<file path="config.mk">
export PLATFORM = sky130hd
export DESIGN_NAME = pulse_period_tracker
export DESIGN_NICKNAME = d
export VERILOG_FILES = /design/src/hdl/ppt_pkg.sv /design/src/hdl/ppt_ram.sv /design/src/hdl/pulse_period_tracker.sv
export SDC_FILE = /design/constraint.sdc
export NUM_CORES = 1
export LEC_CHECK = 0
export BUFFER_PORTS_ARGS = -buffer_cell sky130_fd_sc_hd__buf_2
export CORE_ASPECT_RATIO = 0.7
export CORE_MARGIN = 2
export CORE_UTILIZATION = 55
export CTS_BUF_LIST = sky130_fd_sc_hd__clkbuf_4 sky130_fd_sc_hd__clkbuf_8 sky130_fd_sc_hd__clkbuf_16
export DETAILED_ROUTE_END_ITERATION = 6
export GPL_TIMING_DRIVEN = 0
export PLACE_DENSITY = 0.79
export SETUP_SLACK_MARGIN = 0.1
export SLEW_MARGIN = 30
export SYNTH_ARGS = -nofsm -noshare
export SYNTH_HDL_FRONTEND = slang
export SYNTH_SLANG_ARGS = --single-unit
</file>
<file path="constraint.sdc">
create_clock -name clock -period 6.4 [get_ports clock]
set_input_delay 0.64 -clock clock [delete_from_list [all_inputs] [get_ports clock]]
set_output_delay 0.64 -clock clock [all_outputs]
set_load 0.005 [all_outputs]
</file>
<file path="src/hdl/ppt_pkg.sv">
// Shared constants, types and helpers of the pulse period tracker.
`default_nettype none
package ppt_pkg;

   // Sample ring geometry.
   localparam int RING_DEPTH = 96;
   localparam int RING_AW    = $clog2(RING_DEPTH);

   // Configuration port geometry.
   localparam int CSR_IDX_W  = 3;
   localparam int CSR_DATA_W = 16;

   // Configuration register indexes.
   typedef enum logic [CSR_IDX_W-1:0] {
      CSR_RATE_MIN       = 3'd0,
      CSR_RATE_MAX       = 3'd1,
      CSR_TARGET_PERIOD  = 3'd2,
      CSR_DEBOUNCE_TICKS = 3'd3,
      CSR_MODE_LIMIT     = 3'd4,
      CSR_TRIGGER_STEP   = 3'd5
   } csr_index_type;

   // Reset values of configuration and state.
   localparam logic [7:0]  RATE_MIN_RST       = 8'd52;
   localparam logic [7:0]  RATE_MAX_RST       = 8'd200;
   localparam logic [15:0] TARGET_PERIOD_RST  = 16'd96;
   localparam logic [7:0]  DEBOUNCE_TICKS_RST = 8'd12;
   localparam logic [4:0]  MODE_LIMIT_RST     = 5'd25;
   localparam logic [3:0]  TRIGGER_STEP_RST   = 4'd10;
   localparam logic [15:0] PERIOD_RST         = 16'd300;
   localparam logic [7:0]  DIVIDER_RST        = 8'd52;
   localparam logic [4:0]  MODE_RST           = 5'd5;

   // Status fields that travel with every result word.
   typedef struct packed {
      logic [7:0]  trigger_level;
      logic [4:0]  mode_value;
      logic [7:0]  rate_divider;
      logic [6:0]  crossing_position;
      logic [15:0] period;
      logic        crossed;
   } status_type;

   // Trigger level is mode times step, saturated at 255.
   function automatic logic [7:0] trigger_level_of(input logic [4:0] mode,
                                                   input logic [3:0] step);
      logic [8:0] prod;
      prod = 9'(mode) * 9'(step);
      return prod[8] ? 8'hFF : prod[7:0];
   endfunction

endpackage
`default_nettype wire

</file>
<file path="src/hdl/ppt_ram.sv">
// Generic simple dual-port RAM with one write port and a registered read port.
`default_nettype none
module ppt_ram #(
   parameter int WIDTH = 8,
   parameter int DEPTH = 96,
   localparam int AW   = $clog2(DEPTH)
) (
   input  wire logic             clock,
   input  wire logic             wr_en,
   input  wire logic [AW-1:0]    wr_addr,
   input  wire logic [WIDTH-1:0] wr_data,
   input  wire logic             rd_en,
   input  wire logic [AW-1:0]    rd_addr,
   output logic      [WIDTH-1:0] rd_data
);

   logic [WIDTH-1:0] mem_ff [DEPTH];
   logic [WIDTH-1:0] rd_data_ff;

   // Write port and registered read port; read data holds while rd_en is low.
   always_ff @(posedge clock) begin
      if (wr_en) begin
         mem_ff[wr_addr] <= wr_data;
      end
      if (rd_en) begin
         rd_data_ff <= mem_ff[rd_addr];
      end
   end

   assign rd_data = rd_data_ff;

endmodule
`default_nettype wire

</file>
<file path="src/hdl/pulse_period_tracker.sv">
// Top level of the pulse period tracker: sample ring, crossing detector and mode control.
//
// The block takes one word per clock unless stalled. A tick word (tuser low) stores its sample in a
// 96-entry ring held in a synchronous RAM, counts ticks, detects falling crossings of the
// trigger level, steps the sample-rate divider toward the target period and debounces the
// mode button; a read word (tuser high) fetches one ring entry. Every word's result word is
// presented through the read stage and then the output register: the accepting edge starts
// the ring RAM read, and the output register loads when the read stage advances. A word can
// enter every cycle; the output register and the read stage only stall the input when the
// result side holds tready low. The ring reads as all zero after reset through one valid
// flip-flop per entry, so there is no clearing pass.
`default_nettype none
module pulse_period_tracker
   import ppt_pkg::*;
(
   input  wire logic                  clock,
   input  wire logic                  reset,
   // Request channel.
   input  wire logic                  req_tvalid,
   output logic                       req_tready,
   input  wire logic [15:0]           req_tdata,  // sample[7:0], button_level[8], read_index[15:9]
   input  wire logic                  req_tuser,  // cmd[0]
   // Response channel.
   output logic                       rsp_tvalid,
   input  wire logic                  rsp_tready,
   // read_data[7:0], crossed[8], period[24:9], crossing_position[31:25],
   // rate_divider[39:32], mode_value[44:40], trigger_level[52:45], zero fill [55:53]
   output logic [55:0]                rsp_tdata,
   // Configuration write port.
   input  wire logic                  csr_wr_en,
   input  wire logic [CSR_IDX_W-1:0]  csr_index,
   input  wire logic [CSR_DATA_W-1:0] csr_wdata
);

   // Configuration registers.
   logic [7:0]  rate_min_ff, rate_max_ff, debounce_ff;
   logic [15:0] target_ff;
   logic [4:0]  mode_limit_ff;
   logic [3:0]  trig_step_ff;

   // Tracker state.
   logic [RING_AW-1:0]    wp_ff, wp_in;
   logic                  have_prev_ff, have_prev_in;
   logic [7:0]            prev_ff, prev_in;
   logic [15:0]           tick_ff, tick_in;
   logic [15:0]           period_ff, period_in;
   logic [RING_AW-1:0]    cross_pos_ff, cross_pos_in;
   logic [7:0]            divider_ff, divider_in;
   logic [4:0]            mode_ff, mode_in;
   logic [7:0]            press_ff, press_in;
   logic                  seen_ff, seen_in;
   logic [RING_DEPTH-1:0] ring_valid_ff, ring_valid_in;

   // Read stage and output register.
   logic       s1_valid_ff, s1_valid_in;
   logic       s1_hit_ff, s1_hit_in;
   status_type s1_status_ff, s1_status_in;
   logic       rsp_valid_ff;
   logic [7:0] rsp_rdata_ff;
   status_type rsp_status_ff;

   // Request fields.
   logic       cmd_read;
   logic [7:0] in_sample;
   logic       in_button;
   logic [6:0] in_index;

   logic               req_fire, tick_fire, read_fire, s1_advance, in_range, crossed;
   logic [7:0]         trig_old;
   logic [15:0]        tick_inc;
   logic [5:0]         mode_next;
   logic [RING_AW-1:0] rd_addr;
   logic [7:0]         ram_rd_data;

   assign cmd_read  = req_tuser;
   assign in_sample = req_tdata[7:0];
   assign in_button = req_tdata[8];
   assign in_index  = req_tdata[15:9];

   // Handshake: the read stage moves on whenever the output register is free or being taken.
   assign s1_advance = s1_valid_ff && (!rsp_valid_ff || rsp_tready);
   assign req_tready = !s1_valid_ff || s1_advance;
   assign req_fire   = req_tvalid && req_tready;
   assign tick_fire  = req_fire && !cmd_read;
   assign read_fire  = req_fire && cmd_read;

   assign in_range = 32'(in_index) < RING_DEPTH;
   assign rd_addr  = RING_AW'(in_index);

   // Sample ring storage.
   ppt_ram #(
      .WIDTH (8),
      .DEPTH (RING_DEPTH)
   ) u_ring (
      .clock   (clock),
      .wr_en   (tick_fire),
      .wr_addr (wp_ff),
      .wr_data (in_sample),
      .rd_en   (read_fire && in_range),
      .rd_addr (rd_addr),
      .rd_data (ram_rd_data)
   );

   // Tick processing: crossing test, period, divider, write position and button.
   always_comb begin
      wp_in         = wp_ff;
      have_prev_in  = have_prev_ff;
      prev_in       = prev_ff;
      tick_in       = tick_ff;
      period_in     = period_ff;
      cross_pos_in  = cross_pos_ff;
      divider_in    = divider_ff;
      mode_in       = mode_ff;
      press_in      = press_ff;
      seen_in       = seen_ff;
      ring_valid_in = ring_valid_ff;
      crossed       = 1'b0;
      trig_old      = trigger_level_of(mode_ff, trig_step_ff);
      tick_inc      = (tick_ff == 16'hFFFF) ? tick_ff : tick_ff + 16'd1;
      mode_next     = 6'(mode_ff) + 6'd1;

      if (tick_fire) begin
         ring_valid_in[wp_ff] = 1'b1;
         tick_in = tick_inc;
         if (have_prev_ff && prev_ff > trig_old && in_sample <= trig_old) begin
            crossed      = 1'b1;
            period_in    = tick_inc;
            tick_in      = 16'd0;
            cross_pos_in = wp_ff;
            if (tick_inc > target_ff && divider_ff < rate_max_ff) begin
               divider_in = divider_ff + 8'd1;
            end else if (tick_inc < target_ff && divider_ff > rate_min_ff) begin
               divider_in = divider_ff - 8'd1;
            end
         end
         prev_in      = in_sample;
         have_prev_in = 1'b1;
         wp_in = (wp_ff == RING_AW'(RING_DEPTH - 1)) ? '0 : wp_ff + RING_AW'(1);

         // Debounced button steps the mode once per press.
         if (in_button) begin
            if (press_ff > debounce_ff) begin
               if (!seen_ff) begin
                  seen_in = 1'b1;
                  mode_in = (mode_next > 6'(mode_limit_ff)) ? 5'd0 : mode_next[4:0];
               end
            end else if (press_ff != 8'hFF) begin
               press_in = press_ff + 8'd1;
            end
         end else begin
            seen_in  = 1'b0;
            press_in = 8'd0;
         end
      end
   end

   // Read stage contents: status after this word, and whether the ring entry was written.
   always_comb begin
      s1_valid_in  = s1_valid_ff;
      s1_hit_in    = s1_hit_ff;
      s1_status_in = s1_status_ff;
      if (s1_advance) begin
         s1_valid_in = 1'b0;
      end
      if (req_fire) begin
         s1_valid_in = 1'b1;
         s1_hit_in   = 1'b0;
         if (read_fire && in_range) begin
            s1_hit_in = ring_valid_ff[rd_addr];
         end
         s1_status_in.crossed           = crossed;
         s1_status_in.period            = period_in;
         s1_status_in.crossing_position = 7'(cross_pos_in);
         s1_status_in.rate_divider      = divider_in;
         s1_status_in.mode_value        = mode_in;
         s1_status_in.trigger_level     = trigger_level_of(mode_in, trig_step_ff);
      end
   end

   // Configuration registers.
   always_ff @(posedge clock) begin
      if (reset) begin
         rate_min_ff   <= RATE_MIN_RST;
         rate_max_ff   <= RATE_MAX_RST;
         target_ff     <= TARGET_PERIOD_RST;
         debounce_ff   <= DEBOUNCE_TICKS_RST;
         mode_limit_ff <= MODE_LIMIT_RST;
         trig_step_ff  <= TRIGGER_STEP_RST;
      end else if (csr_wr_en) begin
         case (csr_index)
            CSR_RATE_MIN:       rate_min_ff   <= csr_wdata[7:0];
            CSR_RATE_MAX:       rate_max_ff   <= csr_wdata[7:0];
            CSR_TARGET_PERIOD:  target_ff     <= csr_wdata;
            CSR_DEBOUNCE_TICKS: debounce_ff   <= csr_wdata[7:0];
            CSR_MODE_LIMIT:     mode_limit_ff <= csr_wdata[4:0];
            CSR_TRIGGER_STEP:   trig_step_ff  <= csr_wdata[3:0];
            default: ;
         endcase
      end
   end

   // Tracker state and pipeline control.
   always_ff @(posedge clock) begin
      if (reset) begin
         wp_ff         <= '0;
         have_prev_ff  <= 1'b0;
         prev_ff       <= 8'd0;
         tick_ff       <= 16'd0;
         period_ff     <= PERIOD_RST;
         cross_pos_ff  <= '0;
         divider_ff    <= DIVIDER_RST;
         mode_ff       <= MODE_RST;
         press_ff      <= 8'd0;
         seen_ff       <= 1'b0;
         ring_valid_ff <= '0;
         s1_valid_ff   <= 1'b0;
         rsp_valid_ff  <= 1'b0;
      end else begin
         wp_ff         <= wp_in;
         have_prev_ff  <= have_prev_in;
         prev_ff       <= prev_in;
         tick_ff       <= tick_in;
         period_ff     <= period_in;
         cross_pos_ff  <= cross_pos_in;
         divider_ff    <= divider_in;
         mode_ff       <= mode_in;
         press_ff      <= press_in;
         seen_ff       <= seen_in;
         ring_valid_ff <= ring_valid_in;
         s1_valid_ff   <= s1_valid_in;
         if (s1_advance) begin
            rsp_valid_ff <= 1'b1;
         end else if (rsp_tready) begin
            rsp_valid_ff <= 1'b0;
         end
      end
   end

   // Payload registers of the read stage and the output register.
   always_ff @(posedge clock) begin
      s1_hit_ff    <= s1_hit_in;
      s1_status_ff <= s1_status_in;
      if (s1_advance) begin
         rsp_rdata_ff  <= s1_hit_ff ? ram_rd_data : 8'd0;
         rsp_status_ff <= s1_status_ff;
      end
   end

   assign rsp_tvalid = rsp_valid_ff;
   assign rsp_tdata  = {3'b000, rsp_status_ff, rsp_rdata_ff};

endmodule
`default_nettype wire

</file>
==> qor.csv <==
stage,metric,value,unit
clock_tree,cts-root-buf,clkbuf_16,
power_and_ir_drop,powerDensity,290,mW/mm^2
setup_path,endpoint_kind,register,
floorplan,dieArea,0.0839,mm^2
job,timing.max_cap.violations,0,
yosys,synthSimpleGateAreaFrac,0.0741,
sta,finalCriticalPeriod,5.95,ns
setup_path,worstPathCellList,buf_2 -> nand2_1 -> fa_1 -> fa_1 -> inv_1 -> fa_1 -> a21oi_1 -> nor2_1 -> nor2_1 -> o21bai_1 -> a21oi_1 -> xnor2_2 -> nor2_1 -> ha_1 -> nand2_1 -> or3_1 -> a21oi_2 -> o311ai_4 -> or2_1 -> buf_2 -> a21oi_1 -> mux2_2,
yosys,synthAdderAreaFrac,0.0310,
clock_tree,clk_path_buf_depth,3,
yosys,netlist_instances,2738,
yosys,synthArstFlopShare,0,
sta,fin_ws,0.451,ns
floorplan,fp-row-count,87,
route,vias_per_cell,6.43,
sta,rsz0062_at_grt,no,
clock_tree,clock_latency,0.69,ns
sta,relSlewSlack,0.260,
global_route,grt_pass1_vias,25900,
yosys,synth_top_family_by_area,multiplexers,
global_route,grt-ovfl-total,0,
route,drc_errors,1,
floorplan,fp.dieW,345,um
clock_tree,cts_tree,built,
setup_path,crit_arrival,6.52,ns
placement,port_buffers,92,
sta,whs,0.208,ns
global_route,grt_max_degree,87,
final_layout,fin_util,0.625,
yosys,yosys_warnings,0,
yosys,synthMuxAreaShare,0.146,
sta,fin_crit_sh,0.930,
sta,slew_viol_final,0,
setup_path,path_delay_family,adder cells,
yosys,synth_area,0.0449,mm^2
yosys,synth_cell_types,73,
yosys,synth_seq_cells,1099,
setup_path,r2r_slack,0.45,ns
power_and_ir_drop,power,14.6,mW
final_layout,fin_cells,4102,
yosys,synth_compound_area_frac,0.0365,
route,drtIter0Drc,3720,
final_layout,fin_nets,3090,
route,ant_nets,0,
floorplan,ioPinCount,99,
sta,setup_tns,0,ns
yosys,ys_top_cells_by_area,"edfxtp_1, mux4_2, dfxtp_1, nor2_1, ha_1",
final_layout,stdcell_area,0.0504,mm^2
setup_path,max_stage_delay,0.55,ns
setup_path,cpMaxStageDelayCell,fa_1,
setup_path,cp.buffers_inverters,3,
route,via_count,26400,
placement,routabilityCongestion,0.925,
power_and_ir_drop,power.leakage,17.0,nW
yosys,synth_top_area_cell,edfxtp_1,
global_route,antenna_found_initial,3,
yosys,syn_area_per_cell,16.4,um^2
sta,clock_skew,0.0214,ns
setup_path,crit_type,register to register,
floorplan,core-area,0.0807,mm^2
yosys,yosysSeqAreaShare,0.685,
sta,hold_viol_final,0,
placement,hpwl,73900,um
clock_tree,cts_inserted_buffers,100,
placement,post-place-cells,3911,
placement,preCtsSetupSlack,0.151,ns
global_route,grt_pass1_wl,167000,um
global_route,grt_usage,0.269,
sta,fmax,0.168,GHz
min_path,worstHoldPathType,primary input to register,
clock_tree,cts_sinks,1099,
status,outcome,finished with violations,
yosys,synth_edf_count,875,
placement,dpl_cell_area,0.0470,mm^2
sta,worst_slew_pin_slew,1.11,ns
floorplan,fp.dieH,243,um
setup_path,cp_max_fo,10,
yosys,yosys_most_used_dff,edfxtp_1,
yosys,synth_top_area_frac,0.586,
setup_path,start_kind,register,
sta,finalSetupViolCount,0,
route,routedWlPerCell,27.5,um
clock_tree,h-tree-depth,3,
clock_tree,cts.clk_slew.worst_paths,0.06,ns
final_layout,area_growth,12.4,%
power_and_ir_drop,ir_drop,0.000214,V
clock_tree,cts_hold_buffers,0,
setup_path,crit_required,6.97,ns
route,drt_pass1_iterations,7,
final_layout,drive_gt1_frac,0.231,
clock_tree,postCtsSetupBuffers,0,
floorplan,initial_core_util,0.556,
status,violations,design-rule violations,
route,finalWirelength,113000,um
yosys,synth_xor_xnor_area_share,0.00605,
## registers in the layout (all words and copies together), names as in the netlist, 16 cells and up
register / cells
ring_valid_ff: 96
s1_status_ff: 45
rsp_tdata: 45
target_ff: 16
tick_ff: 16
period_ff: 16
u_ring.mem_ff: 768
## cell type report
cell class	instances	area (um^2)
clock buffer	143	2870
fill	5384	30200
sequential	1099	30800
antenna	2	5.00
buffer	142	673
timing repair buffer	103	761
clock inverter	46	449
inverter	78	295
tap	1068	1340
multi-input combinational	1421	13300
## power breakdown
part / total (mW) / switching, mW / internal (mW)
combinational: 0.782 / 0.491 / 0.291
clock: 6.06 / 2.67 / 3.39
sequential: 7.77 / 0.0245 / 7.75
total: 14.6 / 3.18 / 11.4
## placed cells by master, fill, tap and decap left out, drive strengths merged, types with 53 or more instances in the layout
master	instances
edfxtp	875
nor2	341
mux4	268
clkbuf	230
dfxtp	224
buf	158
nand2	149
ha	92
a21oi	88
inv	84
nor2b	54
nand3	53
## synthesized netlist by cell type (4+ instances only)
library cell / count
nor3_1: 10
o21ai_0: 23
nor2b_1: 54
nor3b_1: 4
a211oi_1: 6
mux2_1: 7
buf_1: 12
clkbuf_1: 87
inv_1: 77
a31oi_1: 16
nor4_1: 4
nand2_1: 149
xor2_1: 12
nand4_1: 17
o21a_1: 8
nand2b_1: 8
mux2i_1: 18
edfxtp_1: 875
mux4_2: 268
a21boi_0: 8
o21ai_1: 4
o2111ai_1: 8
buf_2: 30
ha_1: 92
nand3_1: 53
o21bai_1: 4
buf_4: 4
nor2_1: 341
mux2_2: 19
buf_6: 8
fa_1: 12
a22oi_1: 14
and2_1: 24
a21o_1: 14
or2_2: 6
and3_1: 13
a21oi_1: 88
nand3b_1: 8
a211o_1: 15
or3_1: 8
o21ba_2: 17
xnor2_1: 19
dfxtp_1: 224
## timing repair
item,CTS,global route
hold endpoints to repair,0,0
resized for setup,2,11
setup endpoints to repair,10,77
## tightest hold or removal path: cells and delay by family
family | cells | cell delay, ns
buffers and inverters | 1 | 0.10
AOI/OAI and AO/OA | 1 | 0.05
and+or+nand+nor | 1 | 0.05
## kinds of logic after synthesis
kind of cell | after synthesis
mux | 314
fa+ha+maj | 104
flops | 1099
simple gates | 724
compound gates | 245
buf+inv | 220
xor+xnor | 31
other cells | 1
## routing by layer
metal  part of all wire  GRT usage  wire length, um  up-vias
li1                   -          -                -    11000
met1               0.40      0.394            44900    13400
met2               0.47      0.415            52800     1745
met3               0.11     0.0535            12300      228
met4              0.026     0.0777             2940        2
met5            0.00012          0               13        -
## worst paths after layout
kind         cells after the start                          to                            from
max                             22    divider_ff[0]$_SDFF_PP0_    trig_step_ff[3]$_SDFFE_PP1P_
min                              3  target_ff[14]$_SDFFE_PP0P_                   csr_wdata[14]
max reg2reg                     22    divider_ff[0]$_SDFF_PP0_    trig_step_ff[3]$_SDFFE_PP1P_
min reg2reg                      0     rsp_tdata[49]$_DFFE_PP_  s1_status_ff[41]$_SDFFCE_PP1P_
No activity file was read; power rests on OpenSTA's default activity.
